## src/hdl/fstm_pkg.sv

```systemverilog
// Package for the flat span texture mapper: shared constants, command codes and
// the packed transaction types used on the ports and between front, queue and back.
// No dependencies.
package fstm_pkg;

    // Screen and texture geometry
    localparam int SCREEN_WIDTH  = 320;
    localparam int SCREEN_HEIGHT = 200;
    localparam int LIGHT_LEVELS  = 64;
    localparam int MAX_RUN       = 64;
    localparam int TEX_DIM_BITS  = 6;       // 64x64 flat
    localparam int TEXEL_DEPTH   = 4096;
    localparam int CMAP_DEPTH    = 16384;
    localparam int QUEUE_DEPTH   = 4;

    localparam int TEX_ADDR_W  = 12;
    localparam int CMAP_ADDR_W = 14;
    localparam int SROW_W      = 9;         // view row plus window offset
    localparam int SCOL_W      = 11;        // view column plus offset plus run
    localparam int Q_PTR_W     = 2;
    localparam int Q_CNT_W     = 3;

    // Input op codes
    localparam logic [1:0] OP_LOAD_TEXEL = 2'd0;
    localparam logic [1:0] OP_LOAD_CMAP  = 2'd1;
    localparam logic [1:0] OP_DRAW       = 2'd2;

    // Configuration register indexes
    localparam logic REG_WINDOW_X = 1'b0;
    localparam logic REG_WINDOW_Y = 1'b1;

    typedef struct packed {
        logic [1:0]         op;
        logic [13:0]        load_addr;
        logic [7:0]         load_data;
        logic [8:0]         start_x;
        logic [5:0]         run_length;
        logic [7:0]         row;
        logic [5:0]         light_level;
        logic signed [31:0] u_start;
        logic signed [31:0] v_start;
        logic signed [31:0] u_step;
        logic signed [31:0] v_step;
    } item_t;

    typedef struct packed {
        logic [15:0] fb_addr;
        logic [7:0]  colour;
        logic        out_of_range;
        logic        last;
    } pixel_t;

    typedef enum logic [1:0] {
        CMD_LOAD_TEXEL = 2'd0,
        CMD_LOAD_CMAP  = 2'd1,
        CMD_SPAN       = 2'd2
    } cmd_kind_t;

    // Classified command held in the queue between front and back
    typedef struct packed {
        cmd_kind_t          kind;
        logic [13:0]        load_addr;
        logic [7:0]         load_data;
        logic [15:0]        row_base;   // screen row times width, 0 when row is off screen
        logic               row_bad;
        logic [SCOL_W-1:0]  scol0;
        logic [5:0]         last_idx;
        logic [5:0]         light;
        logic [31:0]        u;
        logic [31:0]        v;
        logic [31:0]        du;
        logic [31:0]        dv;
    } cmd_t;

    typedef struct packed {
        logic push;
        logic full;
    } q_wr_t;

    typedef struct packed {
        logic pop;
        logic valid;
    } q_rd_t;

endpackage

```

## src/hdl/fstm_queue.sv

```systemverilog
// Short command queue between the front end and the span engine.
// Depends on fstm_pkg.
module fstm_queue (
    input  logic                 clk,
    input  logic                 rst_n,
    input  fstm_pkg::cmd_t       wr_cmd,
    output fstm_pkg::q_wr_t      wr,
    input  logic                 push,
    input  logic                 pop,
    output fstm_pkg::q_rd_t      rd,
    output fstm_pkg::cmd_t       rd_cmd
);

    fstm_pkg::cmd_t                entry_reg [fstm_pkg::QUEUE_DEPTH];
    logic [fstm_pkg::Q_PTR_W-1:0] wr_ptr_reg;
    logic [fstm_pkg::Q_PTR_W-1:0] rd_ptr_reg;
    logic [fstm_pkg::Q_CNT_W-1:0] count_reg;
    logic [fstm_pkg::Q_CNT_W-1:0] count_next;

    assign wr.push  = push;
    assign wr.full  = (count_reg == fstm_pkg::Q_CNT_W'(fstm_pkg::QUEUE_DEPTH));
    assign rd.pop   = pop;
    assign rd.valid = (count_reg != '0);
    assign rd_cmd   = entry_reg[rd_ptr_reg];

    always_comb
    begin
        count_next = count_reg;
        if (push && !pop)
            count_next = count_reg + 1'b1;
        else if (pop && !push)
            count_next = count_reg - 1'b1;
    end

    always_ff @(posedge clk)
    begin
        if (push)
            entry_reg[wr_ptr_reg] <= wr_cmd;
    end

    always_ff @(posedge clk or negedge rst_n)
    begin
        if (!rst_n)
        begin
            wr_ptr_reg <= '0;
            rd_ptr_reg <= '0;
            count_reg  <= '0;
        end
        else
        begin
            if (push)
                wr_ptr_reg <= wr_ptr_reg + 1'b1;
            if (pop)
                rd_ptr_reg <= rd_ptr_reg + 1'b1;
            count_reg <= count_next;
        end
    end

    a_no_overflow: assert property (@(posedge clk) disable iff (!rst_n)
        !(push && wr.full))
        else $error("queue push while full");

    a_no_underflow: assert property (@(posedge clk) disable iff (!rst_n)
        !(pop && !rd.valid))
        else $error("queue pop while empty");

    a_count_tracks: assert property (@(posedge clk) disable iff (!rst_n)
        (push && !pop) |=> (count_reg == $past(count_reg) + 1'b1))
        else $error("queue count lost a push");

endmodule

```

## config.mk

```make
export PLATFORM = sky130hd
export DESIGN_NAME = fstm_queue
export DESIGN_NICKNAME = d
export VERILOG_FILES = /design/src/hdl/fstm_pkg.sv /design/src/hdl/fstm_queue.sv
export SDC_FILE = /design/constraint.sdc
export NUM_CORES = 1
export LEC_CHECK = 0
export BUFFER_PORTS_ARGS = -buffer_cell sky130_fd_sc_hd__buf_4
export CORE_MARGIN = 2
export CORE_UTILIZATION = 61
export CTS_CLUSTER_DIAMETER = 200
export CTS_CLUSTER_SIZE = 28
export DETAILED_ROUTE_END_ITERATION = 8
export PLACE_DENSITY = 0.89
export REMOVE_ABC_BUFFERS = 1
export SETUP_SLACK_MARGIN = 0.05
export SLEW_MARGIN = 20
export SYNTH_ARGS = -nofsm -noshare
export SYNTH_HDL_FRONTEND = slang
export SYNTH_SLANG_ARGS = --single-unit
```

## constraint.sdc

```tcl
create_clock -name clk -period 18.3 [get_ports clk]
set_clock_uncertainty 0.2 [all_clocks]
set_input_delay 2.745 -clock clk [delete_from_list [all_inputs] [get_ports clk]]
set_output_delay 2.745 -clock clk [all_outputs]
set_load 0.02 [all_outputs]
```

# Word level (Yosys, flattened, before mapping)
# Memories as Yosys holds them, arrays and structs flattened.
# Index checks and enable logic that the tools add are counted.
# word_totals
reg_bits	7
ramBits	768
in_bits	196
output_inout_bits	196
elab_cells	19
memories	1
# memory_table
memory	depth	width	rd	rd_clocked_by_memory_dff	write_ports	line_no	text
entry_reg	4	192	1	0	1	fstm_queue.sv:14	fstm_pkg::cmd_t entry_reg [fstm_pkg::QUEUE_DEPTH];
# classes
add_sub_neg	4
n_eq_ne	1
n_mux	4
n_reduce_logical	6
# op_table
operator	count
3-bit 2-to-1 mux	2
2-bit by 1-bit adder with 2-bit output, second input constant	2
3-bit by 1-bit adder with 3-bit output, second input constant	1
3-bit equality test, second input constant	1
3-bit nonzero test	1
3-bit by 1-bit subtractor with 3-bit output, second input constant	1
1-bit logical AND	2
1-bit zero test	2
1-bit 2-to-1 mux	2
2-bit nonzero test	1

# Logic depth before layout (Yosys ltp)
# depth
depth_word	4
depth_mapped	7
depth_no_buf	7

# Worst setup path after synthesis
# No wires, ideal clock.
# synth_timing
path_type	in2reg
startpoint	input port push
endpoint	memory entry_reg[1][0] (netlist bit) (enable)
setup_ps	575
t_arrival_ps	7104
required_time_ps	17525
slack_ps	10421
path_stages	1
n_path_buf	0
path_cell_list	and2_1
# synth_between
elab_chain_cells	2
# synth_lines
item	line_no	text
from (decl)	fstm_queue.sv:8	input logic push,
1-bit 2-to-1 mux	fstm_queue.sv:37	if (push)
1-bit 2-to-1 mux (implied by the code)	fstm_queue.sv:38	entry_reg[wr_ptr_reg] <= wr_cmd;
to (decl)	fstm_queue.sv:14	
# No other way between the ends.

==> results.sh <==
export IMPL_cp_end_kind="primary output"
export IMPL_cp_num_buf_inv=4
export IMPL_layout_min_cycle_time_ns=7.45
export IMPL_setup_ws_ns=10.85
export IMPL_required_ns=15.35
export IMPL_fin_util=0.713
export IMPL_grt_ovfl_total=0
export IMPL_place_ws_ns=11.33
export IMPL_drc=0
export IMPL_layout_common_cells="edfxtp_1 (768), buf_4 (407), mux4_2 (192)"
export IMPL_routed_via_density=6.10
export IMPL_dr_pass1_iters=5
export IMPL_p_per_area_nw_per_um2=158
export IMPL_drt_wl_total_um=55500
export IMPL_final_common_cell="edfxtp_1"
export IMPL_netlist_area_leader_share=0.820
export IMPL_crit_arrival_ns=4.50
export IMPL_leakagePower_uw=0.0108
export IMPL_seq_area_frac_synth=0.826
export IMPL_path_cells="buf_4 > buf_4 > buf_4 > mux4_2 > buf_4"
export IMPL_core_area_um2=45500
export IMPL_dieHeight_um=219
export IMPL_crit_reg2reg_launch="wr_ptr_reg[0]$_DFFE_PN0P_"
export IMPL_status="finished, final reports clean"
export IMPL_ctsRootBufferMaster="clkbuf_16"
export IMPL_io_pins=392
export IMPL_path_clk_slew_ns=0.10
export IMPL_hold_path_class="flop to flop"
export IMPL_ys_warn_count=0
export IMPL_cpPeakStageDelay_ns=0.91
export IMPL_setup_violations=0
export IMPL_ant_nets=0
export IMPL_cp_max_fo=50
export IMPL_drive_above_1_share=0.442
export IMPL_crit_cells=5
export IMPL_slew_headroom=0.278
export IMPL_grt_pass1_wl_um=81800
export IMPL_slew_viol_final=0
export IMPL_r2r_cells=5
export IMPL_worst_pin_slew_ns=1.08
export IMPL_drt_initial_drc_count=1306
export IMPL_grt_max_degree=71
export IMPL_ctsHoldBuffers=0
export IMPL_die_x_um=219
export IMPL_wl_per_cell_um=27.1
export IMPL_num_vias=12500
export IMPL_grt_setup_unrepaired="false"
export IMPL_path_common_cell="buf_4"
export IMPL_startpoint_type="flop"
export IMPL_synth_area_leader_cell="edfxtp_1"
export IMPL_fillers=2508
export IMPL_first_global_vias=13000
export IMPL_cts_tree="done"
export IMPL_cts_buffers=31
export IMPL_syn_inst=1039
export IMPL_rows=78
export IMPL_gr_usage_all_layers=0.233
export IMPL_finalHoldViolCount=0
export IMPL_synthTopCellsByArea="edfxtp_1 (82%), mux4_2 (15%), buf_6 (0.76%), dfrtp_1 (0.62%), buf_2 (0.34%)"
export IMPL_clock_path_buffers=3
export IMPL_grt_antenna_before_repair=1
export IMPL_synthesis_area_um2=28100
export IMPL_fin_crit_sh=0.407
export IMPL_r2r_setup_slack_ns=15.05
export IMPL_cts_max_level=1
export IMPL_endpoint="rd_cmd[10]"
export IMPL_gp_congestion=0.834
export IMPL_avgSynthCellArea_um2=27.1
export IMPL_synth_cell_types=20
export IMPL_crit_path_start="rd_ptr_reg[0]$_DFFE_PN0P_"
export IMPL_port_buffers=391
export IMPL_timing_fmax_mhz=134
export IMPL_drv_cap=0
export IMPL_setup_tns_ns=0
export IMPL_largest_reg_flops=768
export IMPL_start_util=0.618
export IMPL_insertion_delay_ns=0.61
export IMPL_whs_path_depth=1
export IMPL_crit_family="buffers and inverters"
export IMPL_areaGrowthSynthToFinish_pct=15.4
export IMPL_dieArea_um2=47800
export IMPL_path_class="flop to primary output"
export IMPL_ys_ff_latch=775
export IMPL_r2r_end="entry_reg[0][34]$_DFFE_PP_"
export IMPL_ir_drop_mv=0.152
export IMPL_post_cts_setup_buffers=0
export IMPL_fin_nets=1636
export IMPL_slowest_stage="buf_4"
export IMPL_cts_resized=0
export IMPL_hpwlAfterDp_um=35500
export IMPL_cts_sinks=775
[power by group]
group	internal (uW)	total [uW]	switching, uW
clock	316	794	478
combinational	833	1880	1050
sequential	2320	2450	124
total	3470	5120	1650
[through the flow]
step | hold WS (ns) | area, um^2 | total power (uW) | cells
2_1_floorplan | 0.249 | 27800 | 3810 | 994
3_3_place_gp | 0.267 | 31600 | 4340 | 2001
3_5_place_dp | 0.279 | 31600 | 4390 | 2001
4_1_cts | 0.300 | 32400 | 5170 | 2047
5_1_grt | 0.323 | 32400 | 5320 | 2047
6_report | 0.300 | 32400 | 5120 | 2048
[worst reg2reg max path, cell delays in order, from the launching register on]
cell	delay (ns)
dfrtp_1	0.44
inv_1	0.10
ha_1	0.16
and2_4	0.43
buf_4	0.62
buf_4	0.87
[Yosys cell counts]
cell type  number
nor2_1          1
xor2_1          4
buf_6          19
buf_4           3
inv_1           4
dfrtp_1         7
ha_1            5
mux2_2          1
clkbuf_1        3
o21ai_0         1
fa_1            1
edfxtp_1      768
and2_1          4
mux4_2        192
or3_1           1
xnor2_1         2
nand2_1         2
buf_2          19
buf_1           1
nor3b_1         1
[cell type report]
| class | count | area [um^2] | share of cell area |
|---|---|---|---|
| timing repair buffer | 407 | 3060 | 0.0942 |
| tap | 600 | 751 | 0.0231 |
| sequential | 775 | 23200 | 0.716 |
| clock inverter | 2 | 20.0 | 0.000617 |
| inverter | 4 | 15.0 | 0.000463 |
| multi-input combinational | 215 | 4540 | 0.140 |
| antenna | 1 | 2.50 | 0.0000771 |
| clock buffer | 44 | 825 | 0.0254 |
[layer usage]
metal / vias up / routed length, um / GRT usage
met4: 2 / 1700 / 0.0637
li1: 5243 / - / -
met1: 6554 / 20100 / 0.313
met2: 592 / 28700 / 0.390
met5: - / 12 / 0
met3: 92 / 4990 / 0.0568
[how the worst min path moves through the flow]
stage               slack [ns]                        to                startpoint
finish                    0.30  count_reg[2]$_DFFE_PN0P_  count_reg[2]$_DFFE_PN0P_
floorplan                 0.25  count_reg[2]$_DFFE_PN0P_  count_reg[2]$_DFFE_PN0P_
CTS                       0.30  count_reg[2]$_DFFE_PN0P_  count_reg[2]$_DFFE_PN0P_
global route              0.32  count_reg[2]$_DFFE_PN0P_  count_reg[2]$_DFFE_PN0P_
detailed placement        0.28  count_reg[2]$_DFFE_PN0P_  count_reg[2]$_DFFE_PN0P_
global placement          0.27  count_reg[2]$_DFFE_PN0P_  count_reg[2]$_DFFE_PN0P_
[cells by family after synthesis]
group | synth area share
AND/OR/NAND/NOR | 0.00178
AO/OA/AOI/OAI | 0.000178
flip-flops | 0.826
adder cells (fa/ha/maj) | 0.00294
multiplexers | 0.154
buffers and inverters | 0.0129
XOR/XNOR | 0.00187
(Power assumes the default switching activity.)
