File: config.mk
export PLATFORM = sky130hd
export DESIGN_NAME = fstm_front
export DESIGN_NICKNAME = d
export VERILOG_FILES = /design/src/hdl/fstm_pkg.sv /design/src/hdl/fstm_front.sv
export SDC_FILE = /design/constraint.sdc
export NUM_CORES = 1
export LEC_CHECK = 0
export BUFFER_PORTS_ARGS = -buffer_cell sky130_fd_sc_hd__buf_2
export CORE_AREA = 4 4 150 152
export DETAILED_ROUTE_END_ITERATION = 7
export DIE_AREA = 0 0 154 156
export HOLD_SLACK_MARGIN = 0.15
export PLACE_DENSITY = 0.5
export SLEW_MARGIN = 0
export SYNTH_ARGS = -nofsm -noshare
export SYNTH_HDL_FRONTEND = slang
export SYNTH_SLANG_ARGS = --single-unit
File: constraint.sdc
create_clock -name clk -period 8.9 [get_ports clk]
set_input_delay 1.78 -clock clk [delete_from_list [all_inputs] [get_ports clk]]
set_output_delay 1.78 -clock clk [all_outputs]
set_load 0.02 [all_outputs]
File: src/hdl/fstm_pkg.sv
// Package for the flat span texture mapper: shared constants, command codes and
// the packed transaction types used on the ports and between front, queue and back.
// No dependencies.
package fstm_pkg;

    // Screen and texture geometry
    localparam int SCREEN_WIDTH  = 320;
    localparam int SCREEN_HEIGHT = 200;
    localparam int LIGHT_LEVELS  = 64;
    localparam int MAX_RUN       = 64;
    localparam int TEX_DIM_BITS  = 6;       // 64x64 flat
    localparam int TEXEL_DEPTH   = 4096;
    localparam int CMAP_DEPTH    = 16384;
    localparam int QUEUE_DEPTH   = 4;

    localparam int TEX_ADDR_W  = 12;
    localparam int CMAP_ADDR_W = 14;
    localparam int SROW_W      = 9;         // view row plus window offset
    localparam int SCOL_W      = 11;        // view column plus offset plus run
    localparam int Q_PTR_W     = 2;
    localparam int Q_CNT_W     = 3;

    // Input op codes
    localparam logic [1:0] OP_LOAD_TEXEL = 2'd0;
    localparam logic [1:0] OP_LOAD_CMAP  = 2'd1;
    localparam logic [1:0] OP_DRAW       = 2'd2;

    // Configuration register indexes
    localparam logic REG_WINDOW_X = 1'b0;
    localparam logic REG_WINDOW_Y = 1'b1;

    typedef struct packed {
        logic [1:0]         op;
        logic [13:0]        load_addr;
        logic [7:0]         load_data;
        logic [8:0]         start_x;
        logic [5:0]         run_length;
        logic [7:0]         row;
        logic [5:0]         light_level;
        logic signed [31:0] u_start;
        logic signed [31:0] v_start;
        logic signed [31:0] u_step;
        logic signed [31:0] v_step;
    } item_t;

    typedef struct packed {
        logic [15:0] fb_addr;
        logic [7:0]  colour;
        logic        out_of_range;
        logic        last;
    } pixel_t;

    typedef enum logic [1:0] {
        CMD_LOAD_TEXEL = 2'd0,
        CMD_LOAD_CMAP  = 2'd1,
        CMD_SPAN       = 2'd2
    } cmd_kind_t;

    // Classified command held in the queue between front and back
    typedef struct packed {
        cmd_kind_t          kind;
        logic [13:0]        load_addr;
        logic [7:0]         load_data;
        logic [15:0]        row_base;   // screen row times width, 0 when row is off screen
        logic               row_bad;
        logic [SCOL_W-1:0]  scol0;
        logic [5:0]         last_idx;
        logic [5:0]         light;
        logic [31:0]        u;
        logic [31:0]        v;
        logic [31:0]        du;
        logic [31:0]        dv;
    } cmd_t;

    typedef struct packed {
        logic push;
        logic full;
    } q_wr_t;

    typedef struct packed {
        logic pop;
        logic valid;
    } q_rd_t;

endpackage

File: src/hdl/fstm_front.sv
// Front end of the flat span texture mapper: window registers, input accept and
// classification of each item into a queue command. Depends on fstm_pkg.
module fstm_front (
    input  logic                 clk,
    input  logic                 rst_n,
    input  logic                 start,
    input  fstm_pkg::item_t      item,
    input  logic                 cfg_we,
    input  logic                 cfg_index,
    input  logic [8:0]           cfg_data,
    input  logic                 q_full,
    output logic                 accept,
    output logic                 push,
    output fstm_pkg::cmd_t       cmd
);

    logic [8:0] window_x_reg;
    logic [7:0] window_y_reg;

    logic [fstm_pkg::SROW_W-1:0] srow;
    logic [17:0]                 row_prod;
    logic [5:0]                  light_sat;
    logic [5:0]                  last_idx;
    logic                        keep;

    always_ff @(posedge clk or negedge rst_n)
    begin
        if (!rst_n)
        begin
            window_x_reg <= '0;
            window_y_reg <= '0;
        end
        else if (cfg_we)
        begin
            unique case (cfg_index)
                fstm_pkg::REG_WINDOW_X: window_x_reg <= cfg_data;
                fstm_pkg::REG_WINDOW_Y: window_y_reg <= cfg_data[7:0];
                default: ;
            endcase
        end
    end

    assign accept = start && !q_full;

    always_comb
    begin
        srow     = fstm_pkg::SROW_W'(item.row) + fstm_pkg::SROW_W'(window_y_reg);
        row_prod = 18'(srow) * 18'(fstm_pkg::SCREEN_WIDTH);

        light_sat = item.light_level;
        if (32'(item.light_level) > fstm_pkg::LIGHT_LEVELS - 1)
            light_sat = 6'(fstm_pkg::LIGHT_LEVELS - 1);

        last_idx = item.run_length;
        if (32'(item.run_length) > fstm_pkg::MAX_RUN - 1)
            last_idx = 6'(fstm_pkg::MAX_RUN - 1);

        cmd           = '0;
        cmd.load_addr = item.load_addr;
        cmd.load_data = item.load_data;
        cmd.row_bad   = 32'(srow) >= fstm_pkg::SCREEN_HEIGHT;
        cmd.row_base  = cmd.row_bad ? 16'd0 : row_prod[15:0];
        cmd.scol0     = fstm_pkg::SCOL_W'(item.start_x) + fstm_pkg::SCOL_W'(window_x_reg);
        cmd.last_idx  = last_idx;
        cmd.light     = light_sat;
        cmd.u         = item.u_start;
        cmd.v         = item.v_start;
        cmd.du        = item.u_step;
        cmd.dv        = item.v_step;

        keep     = 1'b0;
        cmd.kind = fstm_pkg::CMD_SPAN;
        unique case (item.op)
            fstm_pkg::OP_LOAD_TEXEL:
            begin
                cmd.kind = fstm_pkg::CMD_LOAD_TEXEL;
                // drop texel writes beyond the flat
                keep = (item.load_addr[13:12] == 2'b00);
            end
            fstm_pkg::OP_LOAD_CMAP:
            begin
                cmd.kind = fstm_pkg::CMD_LOAD_CMAP;
                keep     = 1'b1;
            end
            fstm_pkg::OP_DRAW:
            begin
                cmd.kind = fstm_pkg::CMD_SPAN;
                keep     = 1'b1;
            end
            default: keep = 1'b0;
        endcase
    end

    assign push = accept && keep;

endmodule

==> Word level (Yosys, flattened, before mapping) <==
Cells that the tools add are included.
{ "totals": {"register_bits": 17, "inputBits": 196, "wordCells": 20} }
{ "classes": {"n_addsub": 2, "multipliers": 1, "order_cmp": 1, "n_eq_ne": 2, "muxes": 3, "bitwise": 1, "n_reduce_logical": 8} }
{ "op_table": {"columns": ["cell", "n"], "rows": [
  ["$mux 16", 1],
  ["$add 9x9->10", 1],
  ["$mul 9x3->10 const B", 1],
  ["$add 8x8->9", 1],
  ["$ge 9x8->1 const B", 1],
  ["$logic_not 2->1", 2],
  ["$pmux 2 s2", 1],
  ["$reduce_and 2->1", 2],
  ["$eq 2x1->1 const B", 1],
  ["$eq 2x2->1 const B", 1],
  ["$logic_and 1x1->1", 2],
  ["$pmux 1 s2", 1],
  ["$reduce_or 2->1", 1],
  ["$logic_not 1->1", 1],
  ["$not 1->1", 1]
]} }

==> Logic depth before layout (Yosys ltp) <==
Gate-level depths: netlist of the first run.
{ "logic_depth": {"word_depth": 4, "mapped_depth": 15, "ltp_nobuf": 15} }

==> Worst setup path before layout of the first run <==
Ideal clock, no wire load.
{ "synth_timing": {"path_kind": "input port to output port", "from": "in item[134] (netlist name)", "to": "out cmd[167] (netlist name)", "arrival_time_ns": 5.019, "required_time_ns": 7.120, "path_slack_ns": 2.101, "stages": 15, "cell_sequence": "ha_1 > fa_1 > a21o_1 > a21oi_1 > xor2_1 > inv_1 > ha_1 > inv_1 > fa_1 > nor2b_1 > o31a_1 > o21ai_0 > a21oi_1 > o211ai_1 > o21bai_1"} }
{ "synth_rtl": {"columns": ["element", "line_no", "text"], "rows": [
  ["from (decl)", "fstm_front.sv:7", "input fstm_pkg::item_t item,"],
  ["to (decl)", "fstm_front.sv:14", "output fstm_pkg::cmd_t cmd"]
]} }

==> qor.yml, run 1 <==
status: "complete, no violations"
p_int_mw: 0.332
crit_path_start_kind: "input pin"
seq_power_share_pct: 15.2
ctsRootBufferMaster: "clkbuf_16"
io_buffers: 62
instances_no_fill: 533
final_util_pct: 12.1
p_leak_nw: 1.22
wl_per_cell_um: 19.7
irDropWorstVdd_mv: 0.0956
fillers: 2444
die_w_um: 154
dr.pass1.iters: 4
r2r-start: "window_y_reg[1]"
arrival_ps: 5390
synth_xor_area_share_pct: 4.55
setup_viol: 0
drc: 0
grt_usage_pct: 7.87
clock-skew-final_ps: 0
grt_pass1_wl_um: 13600
final_cell_mix: "62 x buf_2, 33 x ha_1, 20 x inv_1"
drtAntennaViolNets: 0
rsz0062_at_grt: "false"
gr-total-overflow: 0
fin_crit_ps: 7170
synth_edf_count: 0
routed_wirelength_um: 10500
p_switching_mw: 0.309
syn-cell-area_um2: 3080
synth_ff_type: "dfrtp_1"
cap_violations: 0
combPwrFrac_pct: 70.6
dieArea_um2: 24000
synthArstFlopShare_pct: 100
io_pins: 390
endpoint_kind: "output pin"
ys_warn_count: 0
ys_seq_area_share_pct: 13.8
hold_viol_final: 0
min-delay-start: "window_x_reg[6]"
switching_share_pct: 48.2
cts_tree: "built"
dieHeight_um: 156
ys_ff_latch: 17
grt_pass1_vias: 1824
fin_crit_sh_pct: 80.5
r2r_setup_slack_ps: 8060
largest_reg_flops: 9
p_clk_share_pct: 14.2
cts_sinks: 17
setup_tns_ps: 0
synthSimpleGateAreaFrac_pct: 5.73
synth_cell_types: 37
syn-mean-instance-area_um2: 8.60
clk_latency_ps: 240
synth_top_area_share_pct: 41.2
numCtsBuffers: 3
synth_top_family_by_area: "buffers and inverters"
cp.required_ps: 7120
antenna_found_initial: 2
max-slew-margin-rel_pct: 42.7
nNetsFinal: 491
fp-row-count: 53
grt_max_degree: 18
clock_path_buffers: 2
total_power_mw: 0.641
clkSlewWorstSetupHoldPaths_ps: 50
slew_viol_final: 0
cts_setup_buffers: 0
syn2layout_area_growth_pct: -17.4
dp.cells: 529
synth.area.mux_share_pct: 5.85
criticalPathCategory: "input pin to output pin"
layout_commonest_cell: "buf_2"
holdWs_ps: 514
synthAdderAreaFrac_pct: 15.4
p_per_area_nw_per_um2: 252
start_util_pct: 14.6
yosys.area.top_type: "buf_4"
cts_max_level: 1
antenna_cells: 0
core_um2: 21000
timing.rr.end: "window_y_reg[1]"
hpwl_um: 9650
gp_congestion: 0.695
ctsHoldBuffers: 0
vias: 1773
worstMarginPinSlew_ps: 858
whs_endpoint: "window_x_reg[6]"
vias_per_cell: 3.33
synth-compound-area-share_pct: 9.92
worstHoldPathCells: 1
cts_resized: 0
drtIter0Drc: 55
synth_area_leaders: "buf_4 41%, dfrtp_1 14%, ha_1 13%"
netlist_instances: 358
critPathMaxFanout: 4
worstRegToRegCells: 1
drive_gt1_share_pct: 34.1
holdCritPathClass: "flop to flop"
max_freq_mhz: 140
cells in the mapped netlist, drive strengths merged (2+ instances only):
cell    count
fa          3
xnor2       9
a21boi      2
mux2       16
o21ai       9
inv        21
xor2        7
ha         33
nor2       16
nor2b       6
o21bai      3
a211oi      2
nand2       5
dfrtp      17
nor3        2
a21oi      10
o31ai       2
o21a        2
a21o        9
and3        2
buf       171
layer usage:
layer	track usage (%)	share of wire [%]
met4	4.12	5.2
met2	12.6	46
met1	5.46	23
met3	9.07	25
met5	0.595	0.067
cell type report:
| class | count | area, um^2 | share of cell area, % |
|---|---|---|---|
| Clock buffer | 3 | 75.1 | 2.95 |
| Clock inverter | 1 | 7.51 | 0.295 |
| Inverter | 21 | 78.8 | 3.10 |
| Multi-Input combinational cell | 154 | 1300 | 51.2 |
| Sequential cell | 17 | 425 | 16.7 |
| Tap cell | 275 | 344 | 13.5 |
| Timing Repair Buffer | 62 | 310 | 12.2 |
stage by stage:
| step | setup WS (ps) | cell area [um^2] |
|---|---|---|
| 2_1_floorplan | 2100 | 3100 |
| 3_3_place_gp | 1750 | 2460 |
| 3_5_place_dp | 1690 | 2460 |
| 4_1_cts | 1690 | 2540 |
| 5_1_grt | 1380 | 2540 |
| 6_report | 1730 | 2540 |
worst max-delay path, stage by stage:
cell	delay (ps)
buf_2	110
ha_1	220
fa_1	410
a21o_1	200
a21oi_1	170
xor2_1	320
inv_1	90
ha_1	300
inv_1	60
fa_1	430
nor2b_1	290
o31a_1	190
o21ai_0	110
and3_1	210
nor4_1	140
o21bai_1	160
buf_2	190
cells by family after synthesis:
kind of cell               after synthesis
buffers and inverters                  193
DFF                                     17
xor gates and xnor gates                16
adders and majority gates               36
other                                    1
and+or+nand+nor                         35
AOI/OAI and AO/OA                       44
muxes                                   16
power groups by stage:
stage                     registers, mW  logic, mW  clock network, mW
final                            0.0975      0.453             0.0912
after global routing             0.0990      0.507             0.0972
after CTS                        0.0987      0.462             0.0950
after detailed placement          0.100      0.459                  0
after global placement            0.100      0.459                  0
after floorplan                  0.0946      0.449                  0
how the worst max path moves through the flow:
stage	start	end	slack (ps)	cells after the start
final	item[134]	cmd[167]	1730	17
after global routing	item[134]	cmd[167]	1380	17
after CTS	item[134]	cmd[167]	1690	17
after detailed placement	item[134]	cmd[167]	1690	17
after global placement	item[134]	cmd[167]	1750	17
after floorplan	item[134]	cmd[167]	2100	15
Power figures use the tool's default switching activity.
==> run 2, diff against run 1 <==
--- a/config.mk
+++ b/config.mk
@@ -10,7 +10,7 @@
 export DETAILED_ROUTE_END_ITERATION = 7
 export DIE_AREA = 0 0 154 156
 export HOLD_SLACK_MARGIN = 0.15
-export PLACE_DENSITY = 0.5
+export PLACE_DENSITY = 0.51
 export SLEW_MARGIN = 0
 export SYNTH_ARGS = -nofsm -noshare
 export SYNTH_HDL_FRONTEND = slang
==> constraint.sdc (replaced) <==
create_clock -name clk -period 6 [get_ports clk]
set_input_delay 1.2 -clock clk [delete_from_list [all_inputs] [get_ports clk]]
set_output_delay 1.2 -clock clk [all_outputs]
set_load 0.02 [all_outputs]
==> qor.yml, run 2 (same netlist as run 1, synthesis figures left out) <==
critPathMaxFanout: 2
worstMarginPinSlew_ps: 880
fin_crit_sh_pct: 95.7
dieHeight_um: 156
clock_path_buffers: 2
holdCritPathClass: "flop to flop"
io_pins: 390
criticalPathCategory: "input pin to output pin"
setup_viol: 0
worstRegToRegCells: 1
dr.pass1.iters: 4
p_per_area_nw_per_um2: 374
largest_reg_flops: 9
clk_latency_ps: 250
total_power_mw: 0.962
cp.required_ps: 4800
cts_sinks: 17
antenna_cells: 0
drtIter0Drc: 30
nNetsFinal: 494
endpoint_kind: "output pin"
layout_commonest_cell: "buf_2"
r2r-start: "window_y_reg[1]"
min-delay-start: "window_x_reg[6]"
clock-skew-final_ps: 0
vias: 1763
arrival_ps: 4540
grt_max_degree: 18
final_util_pct: 12.2
cts_tree: "built"
fin_crit_ps: 5740
hpwl_um: 9560
antenna_found_initial: 0
whs_endpoint: "window_x_reg[6]"
ctsRootBufferMaster: "clkbuf_16"
rsz0062_at_grt: "false"
hold_viol_final: 0
slew_viol_final: 0
crit_path_start: "item[134]"
cts_max_level: 1
r2r_setup_slack_ps: 5200
slowest_delay_ps: 450
numCtsBuffers: 3
grt_pass1_wl_um: 13300
io_buffers: 62
core_um2: 21000
grt_pass1_vias: 1742
final_cell_mix: "61 x buf_2, 33 x ha_1, 20 x inv_1"
drive_gt1_share_pct: 35.2
wl_per_cell_um: 19.5
fp-row-count: 53
worstHoldPathCells: 1
max-slew-margin-rel_pct: 41.2
routed_wirelength_um: 10500
status: "complete, no violations"
dieArea_um2: 24000
setup_tns_ps: 0
syn2layout_area_growth_pct: -16.5
drtAntennaViolNets: 0
drc: 0
max_freq_mhz: 174
crit_path_start_kind: "input pin"
timing.rr.end: "window_y_reg[1]"
vias_per_cell: 3.29
die_w_um: 154
p_leak_nw: 1.23
gr-total-overflow: 0
clkSlewWorstSetupHoldPaths_ps: 50
start_util_pct: 14.6
path_cells: "buf_2 > ha_1 > fa_1 > a21o_1 > a21oi_1 > xor2_1 > inv_1 > ha_1 > inv_1 > fa_1 > nor2b_2 > o31a_1 > o21ai_0 > a21oi_1 > o211ai_1 > o21bai_1 > buf_4"
irDropWorstVdd_mv: 0.180
cp_slowest_cell: "fa_1"
cap_violations: 0
gp_congestion: 0.713
grt_usage_pct: 7.72
## run 2: report_power, final
part           switching, mW  internal [mW]  leakage [nW]
combinational          0.395          0.286         0.996
clock                 0.0480         0.0900        0.0371
sequential            0.0108          0.132         0.200
## run 2: per-stage QoR
stage	hold slack, ps	cell area (um^2)	setup slack, ps	cells
after floorplan	484	3100	361	364
after global placement	494	2470	238	531
after detailed placement	503	2470	182	531
after CTS	516	2560	149	535
after global routing	530	2570	10.9	536
final	512	2570	260	536
## run 2: critical path: cells and delay by family
kind                     cells  cell delay (ps)
XOR/XNOR                     1              210
AO/OA/AOI/OAI                7             1210
AND/OR/NAND/NOR              1              150
buffers and inverters        4              420
adder cells (fa/ha/maj)      4             1360
## run 2: per-layer routing
layer | share of wire (%) | track usage [%] | vias up
li1 | - | - | 793
met1 | 24 | 5.49 | 722
met2 | 45 | 12.1 | 194
met3 | 26 | 9.24 | 54
met4 | 4.8 | 3.74 | 0
met5 | 0 | 0.794 | -
## run 2: worst max-delay path by stage
stage / endpoint / slack (ps)
after global placement: cmd[167] / 240
after global routing: cmd[167] / 10
final: cmd[167] / 260
after CTS: cmd[167] / 150
after detailed placement: cmd[167] / 180
after floorplan: cmd[167] / 360
## run 2: repair_timing
item	4_1_cts	5_1_grt
setup endpoints to repair	0	1
buffers inserted	0	1
gates resized for setup	0	2
hold buffers	0	0
## run 2: cell type report
class | instances | area, um^2
inverter | 21 | 78.8
timing repair buffer | 65 | 335
fill | 2421 | 18500
tap | 275 | 344
multi-input combinational | 154 | 1300
clock buffer | 3 | 75.1
clock inverter | 1 | 7.51
sequential | 17 | 425
